**config.mk**
```make
export PLATFORM = sky130hd
export DESIGN_NAME = ram_io_timer_device_unit_flat
export DESIGN_NICKNAME = d
export VERILOG_FILES = /design/src/sv/ramio_pkg.sv /design/src/sv/ramio_if.sv /design/src/sv/ram_io_timer_device_unit.sv /design/src/sv/ramio_timer.sv /design/src/flat_wrapper.sv
export VERILOG_INCLUDE_DIRS = /design/src /design/src/sv
export SDC_FILE = /design/constraint.sdc
export NUM_CORES = 2
export LEC_CHECK = 0
export ABC_AREA = 1
export BUFFER_PORTS_ARGS = -buffer_cell sky130_fd_sc_hd__buf_2
export CORE_UTILIZATION = 50
export DETAILED_ROUTE_END_ITERATION = 8
export PLACE_DENSITY = 0.65
export SYNTH_ARGS = -nofsm -noshare
export SYNTH_HDL_FRONTEND = slang
export SYNTH_SLANG_ARGS = --single-unit
```
**constraint.sdc**
```tcl
create_clock -name clock -period 13.8 [get_ports clock]
set_clock_uncertainty 0.2 [all_clocks]
set_input_delay 0.69 -clock clock [delete_from_list [all_inputs] [get_ports clock]]
set_output_delay 0.69 -clock clock [all_outputs]
set_load 0.03 [all_outputs]
```
**src/sv/ram_io_timer_device_unit_macros.svh**
```systemverilog
// assertion macros shared by the ram, port and timer device modules
`ifndef RAM_IO_TIMER_DEVICE_UNIT_MACROS_SVH
`define RAM_IO_TIMER_DEVICE_UNIT_MACROS_SVH

// same-cycle implication, sampled on clock, off while reset is high
`define RAMIO_ASSERT_NOW(label, ante, cons, msg) \
   label: assert property (@(posedge clock) disable iff (reset) (ante) |-> (cons)) \
      else $error(msg);

// next-cycle implication, sampled on clock, off while reset is high
`define RAMIO_ASSERT_NEXT(label, ante, cons, msg) \
   label: assert property (@(posedge clock) disable iff (reset) (ante) |=> (cons)) \
      else $error(msg);

`endif

```
**src/sv/ramio_pkg.sv**
```systemverilog
// shared types, codes and constants of the ram, port and timer device
package ramio_pkg;

   // default ram depth in bytes
   localparam int RAM_DEPTH_DEF = 256;

   // action codes of a request word
   localparam logic [1:0] ACT_TICK  = 2'd0;
   localparam logic [1:0] ACT_READ  = 2'd1;
   localparam logic [1:0] ACT_WRITE = 2'd2;

   // register map after folding
   localparam logic [15:0] ADDR_PORTA     = 16'h0280;
   localparam logic [15:0] ADDR_PORTA_DIR = 16'h0281;
   localparam logic [15:0] ADDR_PORTB     = 16'h0282;
   localparam logic [15:0] ADDR_PORTB_DIR = 16'h0283;
   localparam logic [15:0] ADDR_TCOUNT    = 16'h0284;
   localparam logic [15:0] ADDR_T1        = 16'h0294;
   localparam logic [15:0] ADDR_T8        = 16'h0295;
   localparam logic [15:0] ADDR_T64       = 16'h0296;
   localparam logic [15:0] ADDR_T1024     = 16'h0297;

   // bit that selects folding to the low byte
   localparam int FOLD_BIT = 8;

   // port reset values
   localparam logic [7:0] PORT_A_RESET = 8'hFF;
   localparam logic [7:0] PORT_B_RESET = 8'h0B;

   // prescale mode codes
   localparam logic [2:0] MODE_NONE    = 3'd0;
   localparam logic [2:0] MODE_DIV1    = 3'd1;
   localparam logic [2:0] MODE_DIV8    = 3'd2;
   localparam logic [2:0] MODE_DIV64   = 3'd3;
   localparam logic [2:0] MODE_DIV1024 = 3'd4;

   // timer control from the decoder
   typedef struct packed {
      logic       tick;
      logic       load;
      logic [2:0] mode;
      logic [7:0] value;
   } tmr_ctl_type;

   // prescale divisor of a mode code
   function automatic logic [10:0] divisor_of(input logic [2:0] mode);
      logic [10:0] div;
      case (mode)
         MODE_DIV1:    div = 11'd1;
         MODE_DIV8:    div = 11'd8;
         MODE_DIV64:   div = 11'd64;
         MODE_DIV1024: div = 11'd1024;
         default:      div = 11'd0;
      endcase
      return div;
   endfunction

endpackage

```
**src/sv/ramio_if.sv**
```systemverilog
// request and response channel interfaces of the device

// request channel: tick, read or write
interface ramio_req_if;
   logic        valid;
   logic        ready;
   logic [1:0]  action;
   logic [15:0] address;
   logic [7:0]  write_data;

   modport source (output valid, output action, output address, output write_data,
                   input ready);
   modport sink (input valid, input action, input address, input write_data,
                 output ready);
endinterface

// response channel: read byte and error flag
interface ramio_rsp_if;
   logic       valid;
   logic       ready;
   logic [7:0] read_data;
   logic       access_error;

   modport source (output valid, output read_data, output access_error, input ready);
   modport sink (input valid, input read_data, input access_error, output ready);
endinterface

```
**src/sv/ram_io_timer_device_unit.sv**
```systemverilog
// top level of the ram, port and timer device: decode, ram and response path
// a response word passes from stage one (with the ram read register) into the output register
// throughput: one request word per cycle while the response side takes words and no clearing pass runs
// the ram read port, a registered read, sets the two-stage response path
// reset: ports and timer take their reset values at once; the ram is then
// cleared one byte a cycle, index 0 up to RAM_DEPTH-1, with req_chan.ready low
`include "ram_io_timer_device_unit_macros.svh"

module ram_io_timer_device_unit #(
   parameter int RAM_DEPTH = ramio_pkg::RAM_DEPTH_DEF
) (
   input  logic                clock,
   input  logic                reset,
   ramio_req_if.sink           req_chan,
   ramio_rsp_if.source         rsp_chan
);

   localparam int AW = $clog2(RAM_DEPTH);
   localparam logic [AW-1:0] LAST_IDX = AW'(RAM_DEPTH - 1);

   // ram storage
   logic [7:0] ram_mem [RAM_DEPTH];
   logic [7:0] rdata_ff;

   // clearing pass
   logic          clear_ff, clear_in;
   logic [AW-1:0] clear_idx_ff, clear_idx_in;

   // port registers
   logic [7:0] pa_ff, pa_in;
   logic [7:0] pb_ff, pb_in;

   // decode
   logic [15:0]            folded;
   logic                   in_ram;
   logic [AW-1:0]          ram_idx;
   logic [7:0]             rd_val;
   logic                   from_ram;
   logic                   err;
   logic                   ram_we;
   logic                   pa_we;
   logic                   pb_we;
   ramio_pkg::tmr_ctl_type tctl;
   logic [7:0]             tcount;
   logic                   req_accept;

   // stage one and output register
   logic       s1_valid_ff, s1_valid_in;
   logic       s1_from_ram_ff;
   logic [7:0] s1_val_ff;
   logic       s1_err_ff;
   logic       s1_move;
   logic       out_valid_ff, out_valid_in;
   logic [7:0] out_rd_ff;
   logic       out_err_ff;

   assign s1_move        = s1_valid_ff && (!out_valid_ff || rsp_chan.ready);
   assign req_chan.ready = !clear_ff && (!s1_valid_ff || s1_move);
   assign req_accept     = req_chan.valid && req_chan.ready;

   // address folding and ram range
   assign folded  = req_chan.address[ramio_pkg::FOLD_BIT]
                    ? {8'h00, req_chan.address[7:0]} : req_chan.address;
   assign in_ram  = folded < 16'(RAM_DEPTH);
   assign ram_idx = folded[AW-1:0];

   // request decode
   always_comb begin
      rd_val     = '0;
      from_ram   = 1'b0;
      err        = 1'b0;
      ram_we     = 1'b0;
      pa_we      = 1'b0;
      pb_we      = 1'b0;
      tctl.tick  = 1'b0;
      tctl.load  = 1'b0;
      tctl.mode  = ramio_pkg::MODE_NONE;
      tctl.value = req_chan.write_data;
      case (req_chan.action)
         ramio_pkg::ACT_TICK: begin
            tctl.tick = req_accept;
         end
         ramio_pkg::ACT_READ: begin
            case (folded)
               ramio_pkg::ADDR_PORTA:     rd_val = pa_ff;
               ramio_pkg::ADDR_PORTA_DIR: rd_val = '0;
               ramio_pkg::ADDR_PORTB:     rd_val = pb_ff;
               ramio_pkg::ADDR_PORTB_DIR: rd_val = '0;
               ramio_pkg::ADDR_TCOUNT:    rd_val = tcount;
               default: begin
                  from_ram = in_ram;
                  err      = !in_ram;
               end
            endcase
         end
         ramio_pkg::ACT_WRITE: begin
            case (folded)
               ramio_pkg::ADDR_PORTA:     pa_we = req_accept;
               ramio_pkg::ADDR_PORTB:     pb_we = req_accept;
               ramio_pkg::ADDR_PORTA_DIR: rd_val = '0;
               ramio_pkg::ADDR_PORTB_DIR: rd_val = '0;
               ramio_pkg::ADDR_T1: begin
                  tctl.load = req_accept;
                  tctl.mode = ramio_pkg::MODE_DIV1;
               end
               ramio_pkg::ADDR_T8: begin
                  tctl.load = req_accept;
                  tctl.mode = ramio_pkg::MODE_DIV8;
               end
               ramio_pkg::ADDR_T64: begin
                  tctl.load = req_accept;
                  tctl.mode = ramio_pkg::MODE_DIV64;
               end
               ramio_pkg::ADDR_T1024: begin
                  tctl.load = req_accept;
                  tctl.mode = ramio_pkg::MODE_DIV1024;
               end
               default: begin
                  ram_we = req_accept && in_ram;
                  err    = !in_ram;
               end
            endcase
         end
         default: begin
            rd_val = '0;
         end
      endcase
   end

   // timer
   ramio_timer u_timer (
      .clock (clock),
      .reset (reset),
      .ctl   (tctl),
      .count (tcount)
   );

   // ram: clearing pass or write, read on accepted ram read
   always_ff @(posedge clock) begin
      if (clear_ff) begin
         ram_mem[clear_idx_ff] <= '0;
      end else if (ram_we) begin
         ram_mem[ram_idx] <= req_chan.write_data;
      end
      if (req_accept && from_ram) begin
         rdata_ff <= ram_mem[ram_idx];
      end
   end

   // clearing pass control
   always_comb begin
      clear_in     = clear_ff;
      clear_idx_in = clear_idx_ff;
      if (clear_ff) begin
         clear_idx_in = clear_idx_ff + AW'(1);
         if (clear_idx_ff == LAST_IDX) begin
            clear_in = 1'b0;
         end
      end
   end

   // port registers next value
   assign pa_in = pa_we ? req_chan.write_data : pa_ff;
   assign pb_in = pb_we ? req_chan.write_data : pb_ff;

   // response valid flags
   always_comb begin
      s1_valid_in = s1_valid_ff;
      if (req_accept) begin
         s1_valid_in = 1'b1;
      end else if (s1_move) begin
         s1_valid_in = 1'b0;
      end
      out_valid_in = out_valid_ff;
      if (s1_move) begin
         out_valid_in = 1'b1;
      end else if (rsp_chan.ready) begin
         out_valid_in = 1'b0;
      end
   end

   // control registers
   always_ff @(posedge clock) begin
      if (reset) begin
         clear_ff     <= 1'b1;
         clear_idx_ff <= '0;
         pa_ff        <= ramio_pkg::PORT_A_RESET;
         pb_ff        <= ramio_pkg::PORT_B_RESET;
         s1_valid_ff  <= 1'b0;
         out_valid_ff <= 1'b0;
      end else begin
         clear_ff     <= clear_in;
         clear_idx_ff <= clear_idx_in;
         pa_ff        <= pa_in;
         pb_ff        <= pb_in;
         s1_valid_ff  <= s1_valid_in;
         out_valid_ff <= out_valid_in;
      end
   end

   // payload registers
   always_ff @(posedge clock) begin
      if (req_accept) begin
         s1_from_ram_ff <= from_ram;
         s1_val_ff      <= rd_val;
         s1_err_ff      <= err;
      end
      if (s1_move) begin
         out_rd_ff  <= s1_from_ram_ff ? rdata_ff : s1_val_ff;
         out_err_ff <= s1_err_ff;
      end
   end

   assign rsp_chan.valid        = out_valid_ff;
   assign rsp_chan.read_data    = out_rd_ff;
   assign rsp_chan.access_error = out_err_ff;

   `RAMIO_ASSERT_NEXT(a_clear_ends, clear_ff && clear_idx_ff == LAST_IDX, !clear_ff, "clearing pass overran")
   `RAMIO_ASSERT_NEXT(a_accept_s1, req_accept, s1_valid_ff, "accepted word lost before stage one")
   `RAMIO_ASSERT_NEXT(a_stall_hold, s1_valid_ff && !s1_move, s1_valid_ff && $stable(rdata_ff), "ram data changed under a stalled word")

endmodule

```
**src/sv/ramio_timer.sv**
```systemverilog
// interval timer with prescaler, load and tick handling
`include "ram_io_timer_device_unit_macros.svh"

module ramio_timer (
   input  logic                   clock,
   input  logic                   reset,
   input  ramio_pkg::tmr_ctl_type ctl,
   output logic [7:0]             count
);

   logic [2:0]  mode_ff, mode_in;
   logic [10:0] pc_ff, pc_in;
   logic [7:0]  cnt_ff, cnt_in;
   logic        exp_ff, exp_in;
   logic [10:0] pc_dec;
   logic [7:0]  cnt_dec;
   logic        prescaled;

   assign pc_dec    = pc_ff - 11'd1;
   assign cnt_dec   = cnt_ff - 8'd1;
   assign prescaled = (mode_ff != ramio_pkg::MODE_NONE) && (mode_ff <= ramio_pkg::MODE_DIV1024);

   // next timer state
   always_comb begin
      mode_in = mode_ff;
      pc_in   = pc_ff;
      cnt_in  = cnt_ff;
      exp_in  = exp_ff;
      if (ctl.load) begin
         mode_in = ctl.mode;
         pc_in   = ramio_pkg::divisor_of(ctl.mode);
         cnt_in  = ctl.value;
         exp_in  = 1'b0;
      end else if (ctl.tick) begin
         if (mode_ff == ramio_pkg::MODE_NONE) begin
            // free run after expiry or reset
            cnt_in = cnt_dec;
         end else if (prescaled) begin
            pc_in = pc_dec;
            if (pc_dec == 11'd0) begin
               pc_in  = ramio_pkg::divisor_of(mode_ff);
               cnt_in = cnt_dec;
               if (exp_ff) begin
                  mode_in = ramio_pkg::MODE_NONE;
               end
            end
            if (cnt_in == 8'd0) begin
               exp_in = 1'b1;
            end
         end
      end
   end

   // timer registers
   always_ff @(posedge clock) begin
      if (reset) begin
         mode_ff <= ramio_pkg::MODE_NONE;
         pc_ff   <= '0;
         cnt_ff  <= '0;
         exp_ff  <= 1'b0;
      end else begin
         mode_ff <= mode_in;
         pc_ff   <= pc_in;
         cnt_ff  <= cnt_in;
         exp_ff  <= exp_in;
      end
   end

   assign count = cnt_ff;

   `RAMIO_ASSERT_NOW(a_pc_nonzero, prescaled, pc_ff != 11'd0, "prescaler idle in prescaled mode")
   `RAMIO_ASSERT_NEXT(a_load_clears, ctl.load, !exp_ff, "expired flag survived a load")
   `RAMIO_ASSERT_NEXT(a_free_run, ctl.tick && !ctl.load && prescaled && exp_ff && pc_ff == 11'd1, mode_ff == ramio_pkg::MODE_NONE, "timer did not enter free run")

endmodule

```
**src/flat_wrapper.sv**
```systemverilog
// flat-port wrapper written by rule: the top's interface ports become plain ports
module ram_io_timer_device_unit_flat 
#(
   parameter int RAM_DEPTH = ramio_pkg::RAM_DEPTH_DEF
)
  (clock, reset, req_chan_valid, req_chan_action, req_chan_address, req_chan_write_data, req_chan_ready, rsp_chan_valid, rsp_chan_read_data, rsp_chan_access_error, rsp_chan_ready);
  ramio_req_if req_chan_i ();
  ramio_rsp_if rsp_chan_i ();
  input  logic clock;
  input  logic reset;
  input wire logic [$bits(req_chan_i.valid)-1:0] req_chan_valid;
  input wire logic [$bits(req_chan_i.action)-1:0] req_chan_action;
  input wire logic [$bits(req_chan_i.address)-1:0] req_chan_address;
  input wire logic [$bits(req_chan_i.write_data)-1:0] req_chan_write_data;
  output wire logic [$bits(req_chan_i.ready)-1:0] req_chan_ready;
  output wire logic [$bits(rsp_chan_i.valid)-1:0] rsp_chan_valid;
  output wire logic [$bits(rsp_chan_i.read_data)-1:0] rsp_chan_read_data;
  output wire logic [$bits(rsp_chan_i.access_error)-1:0] rsp_chan_access_error;
  input wire logic [$bits(rsp_chan_i.ready)-1:0] rsp_chan_ready;
  assign req_chan_i.valid = req_chan_valid;
  assign req_chan_i.action = req_chan_action;
  assign req_chan_i.address = req_chan_address;
  assign req_chan_i.write_data = req_chan_write_data;
  assign req_chan_ready = req_chan_i.ready;
  assign rsp_chan_valid = rsp_chan_i.valid;
  assign rsp_chan_read_data = rsp_chan_i.read_data;
  assign rsp_chan_access_error = rsp_chan_i.access_error;
  assign rsp_chan_i.ready = rsp_chan_ready;
  ram_io_timer_device_unit #(.RAM_DEPTH(RAM_DEPTH)) u_core (.clock(clock), .reset(reset), .req_chan(req_chan_i), .rsp_chan(rsp_chan_i));
endmodule
```
==> reports/summary.txt <==
R2R Setup Slk: 8.52 ns
largest net degree at the start of global routing: 221
Layout Nets: 6101
remaining antenna violation count: 0
# setup viols final: 0
row count: 148
post-place instance area: 0.0848 mm2
CP required: 14.08 ns
Worst-Skew Late Latency: 0.85 ns
switching part of the total: 21.4%
kind of critical path: reg2reg
First DRT Iteration DRCs: 6476
I/O pin cnt: 41
Synth Area in Compound Gates: 7.74%
initial antenna violation count: 6
CTS buffer count: 204
Worst path max stage delay: 0.88 ns
total track usage: 26.3%
Post-Syn Instances: 6093
failing checks: slew limit
port bufs: 40
GRT overflow: 0
die boundary width: 408 um
total number of yosys warnings: 0
routed vias: 51000
Slew Limit Headroom: -1.45%
Hold Path Depth: 3
layout cells sized above 1: 7.54%
TNS Setup: 0 ns
Crit Reg-Reg Startpoint: u_core.clear_ff$_SDFF_PP1_
Placed Cells: 8022
internal power: 10300 uW
minimum clock period: 5.28 ns
GPL Wtd Cong: 0.915
Fin. Hold Viols: 0
final std cells w/o fill: 8414
Max FO, Critical Path: 90
first-pass GRT wire length: 325 mm
cell chain of the critical path: inv_2, nand2_1, inv_2, nand2_4, inv_2, nand3_4, nor2_4, buf_4, buf_4, buf_4
syn nets: 6133
Core Area: 0.163 mm2
startpoint of the worst hold path: req_chan_write_data[5]
Reg power frac: 53.5%
Hold WC Path Type: in2reg
Synth Area in Simple Gates: 12.7%
largest family of logic cells by synthesized area: simple AND/OR/NAND/NOR gates
DP HPWL: 123 mm
CTS Sinks: 2125
CP endpoint kind: register
fin area: 0.0914 mm2
WP buf/inv: 6
status: finished with violations
syn avg cell area: 13.6 um2
die height: 408 um
final max-slew violation count: 37
area growth from synthesis to layout: 10.7%
clock slew at reported path FFs: 0.06 ns
Power Dens Cells: 143 mW/mm2
commonest non-fill, non-tap cell in the layout: edfxtp_1
Wirelength per Cell: 26.4 um
CP delay by family, top: buffers and inverters
post-route clock period utilization: 38.2%
Worst R2R End: u_core.ram_mem[70][0]$_DFFE_PP_
CTS resizes: 0
Initial Utilization: 50.6%
Hold EP: u_core.pb_ff[5]$_SDFFE_PP0P_
maximum vdd drop: 0.109 mV
RSZ-0062 raised after global routing: no
Vias/cell: 6.06
Arr. time, crit path: 5.56 ns
overall power consumption: 13100 uW
FMAX: 0.190 GHz
Worst Tran Pin Value: 1.52 ns
CP max-delay cell: buf_4
R2R cell count: 10
TritonCTS clock tree: built
first drt pass iteration count: 8
Post-Synth XOR/XNOR Area: 0.0955%
Die Area: 0.167 mm2
LEAKAGE: 0.0299 uW
most frequent cells in the layout: edfxtp_1 (2075), nand2_1 (1674), a22oi_1 (478), nor2_1 (344), nand3_1 (211)
CTS root buffer: clkbuf_16
WL final: 222 mm
DRC violations left: 0
adder-cell share of the synthesized area: 0.152%
# H-tree levels: 4
vias in the first global route: 48600
maximum clock insertion buffer count: 3
Gate power share: 4.2%
multiplexer area fraction after synthesis: 0.109%
Max-Cap Viols: 0
Netlist Area Pre-Place: 0.0826 mm2
Yosys reg bits: 2125
Yosys cell types: 43
sequential fraction of the synthesis area: 76.7%
P_sw: 2790 uW
Clock Power Share: 42.3%
Setup crit start kind: register
[flip-flops by register name, indices dropped and copies added, names as in the netlist]
register                      flops
u_core.pb_ff                      8
u_core.s1_err_ff                  1
u_core.u_timer.count              8
u_core.u_timer.mode_ff            3
u_core.rsp_chan.valid             1
u_core.s1_valid_ff                1
u_core.u_timer.exp_ff             1
u_core.rsp_chan.access_error      1
u_core.s1_val_ff                  8
u_core.clear_ff                   1
u_core.rdata_ff                   8
u_core.ram_mem                 2048
u_core.u_timer.pc_ff             11
u_core.pa_ff                      8
u_core.s1_from_ram_ff             1
u_core.rsp_chan.read_data         8
u_core.clear_idx_ff               8
[routing by layer]
metal | GRT usage (%) | wire, um | vias to the layer above
met2 | 41.2 | 105000 | 2632
met3 | 5.44 | 21200 | 384
li1 | - | - | 22500
met5 | 0 | 185 | -
met4 | 9.13 | 7490 | 4
met1 | 36.9 | 88800 | 25400
[power by group through the flow]
stage | Clock [uW] | Sequential (uW) | Combinational (uW)
finish | 5520 | 6980 | 545
global route | 5810 | 6980 | 575
CTS | 5560 | 6980 | 536
detailed placement | 0 | 7120 | 532
global placement | 0 | 7120 | 530
floorplan | 0 | 7120 | 320
[layout make-up]
cell class | count | area, um2
sequential | 2125 | 63300
clock inverter | 128 | 1220
multi-input combinational | 3481 | 17300
antenna | 4 | 10.0
clock buffer | 252 | 5380
inverter | 131 | 504
timing repair buffer | 118 | 968
fill | 13000 | 71900
tap | 2175 | 2720
[through the flow]
step	util [%]	setup slack, ns	hold slack [ns]
after floorplan	-	4.70	0.200
after global placement	51.9	8.35	0.201
after detailed placement	51.9	8.21	0.207
after CTS	56.0	8.54	0.00277
after global routing	56.0	8.25	0.0387
final	56.0	8.52	0.0646
[worst max path at each step]
stage | from | end | slack, ns | cells past startpoint
5_1_grt | u_core.clear_ff$_SDFF_PP1_ | u_core.ram_mem[70][0]$_DFFE_PP_ | 8.25 | 10
3_5_place_dp | rsp_chan_ready | u_core.ram_mem[196][0]$_DFFE_PP_ | 8.21 | 12
6_report | u_core.clear_ff$_SDFF_PP1_ | u_core.ram_mem[70][0]$_DFFE_PP_ | 8.52 | 10
4_1_cts | u_core.clear_ff$_SDFF_PP1_ | u_core.ram_mem[74][0]$_DFFE_PP_ | 8.54 | 10
3_3_place_gp | rsp_chan_ready | u_core.ram_mem[150][0]$_DFFE_PP_ | 8.35 | 12
2_1_floorplan | rsp_chan_ready | u_core.ram_mem[0][0]$_DFFE_PP_ | 4.70 | 9
[cell families (layout without fill, tap and decap cells)]
group / after synthesis / in the layout
xor+xnor: 9 / 9
buf+inv: 487 / 629
simple gates: 2537 / 2537
flops: 2125 / 2125
compound gates: 917 / 917
other cells: 0 / 4
mux: 8 / 8
fa+ha+maj: 10 / 10
[worst min-delay path, stage by stage]
cell and delay, ns:
buf_2 0.12, inv_1 0.11, a21oi_1 0.14
[repair_timing]
action | 4_1_cts | 5_1_grt
hold buffers | 8 | 0
endpoints found under the hold margin | 9 | 0
setup buffers | 0 | 0
[synth_stat cells (all sizes together)]
master,instances,area share (%)
o21bai,2,0.018
and2,1,0.0076
a31oi,25,0.19
xor2,6,0.064
o221ai,20,0.21
nor3b,1,0.0091
a31o,1,0.011
a21oi,165,1.0
nand2,1682,7.7
nand4,198,1.5
nor3,56,0.35
nor2,365,1.7
xnor2,3,0.032
o211ai,66,0.60
inv,131,0.60
a41oi,75,0.80
dfxtp,50,1.2
buf,243,1.4
o21ai,76,0.48
nand3,218,1.4
edfxtp,2075,75
mux2,8,0.11
a211o,1,0.011
a211oi,8,0.073
nand3b,11,0.10
clkbuf,113,0.51
ha,10,0.15
a22oi,478,4.3
or2,5,0.038
No activity file was read; power rests on OpenSTA's default activity.
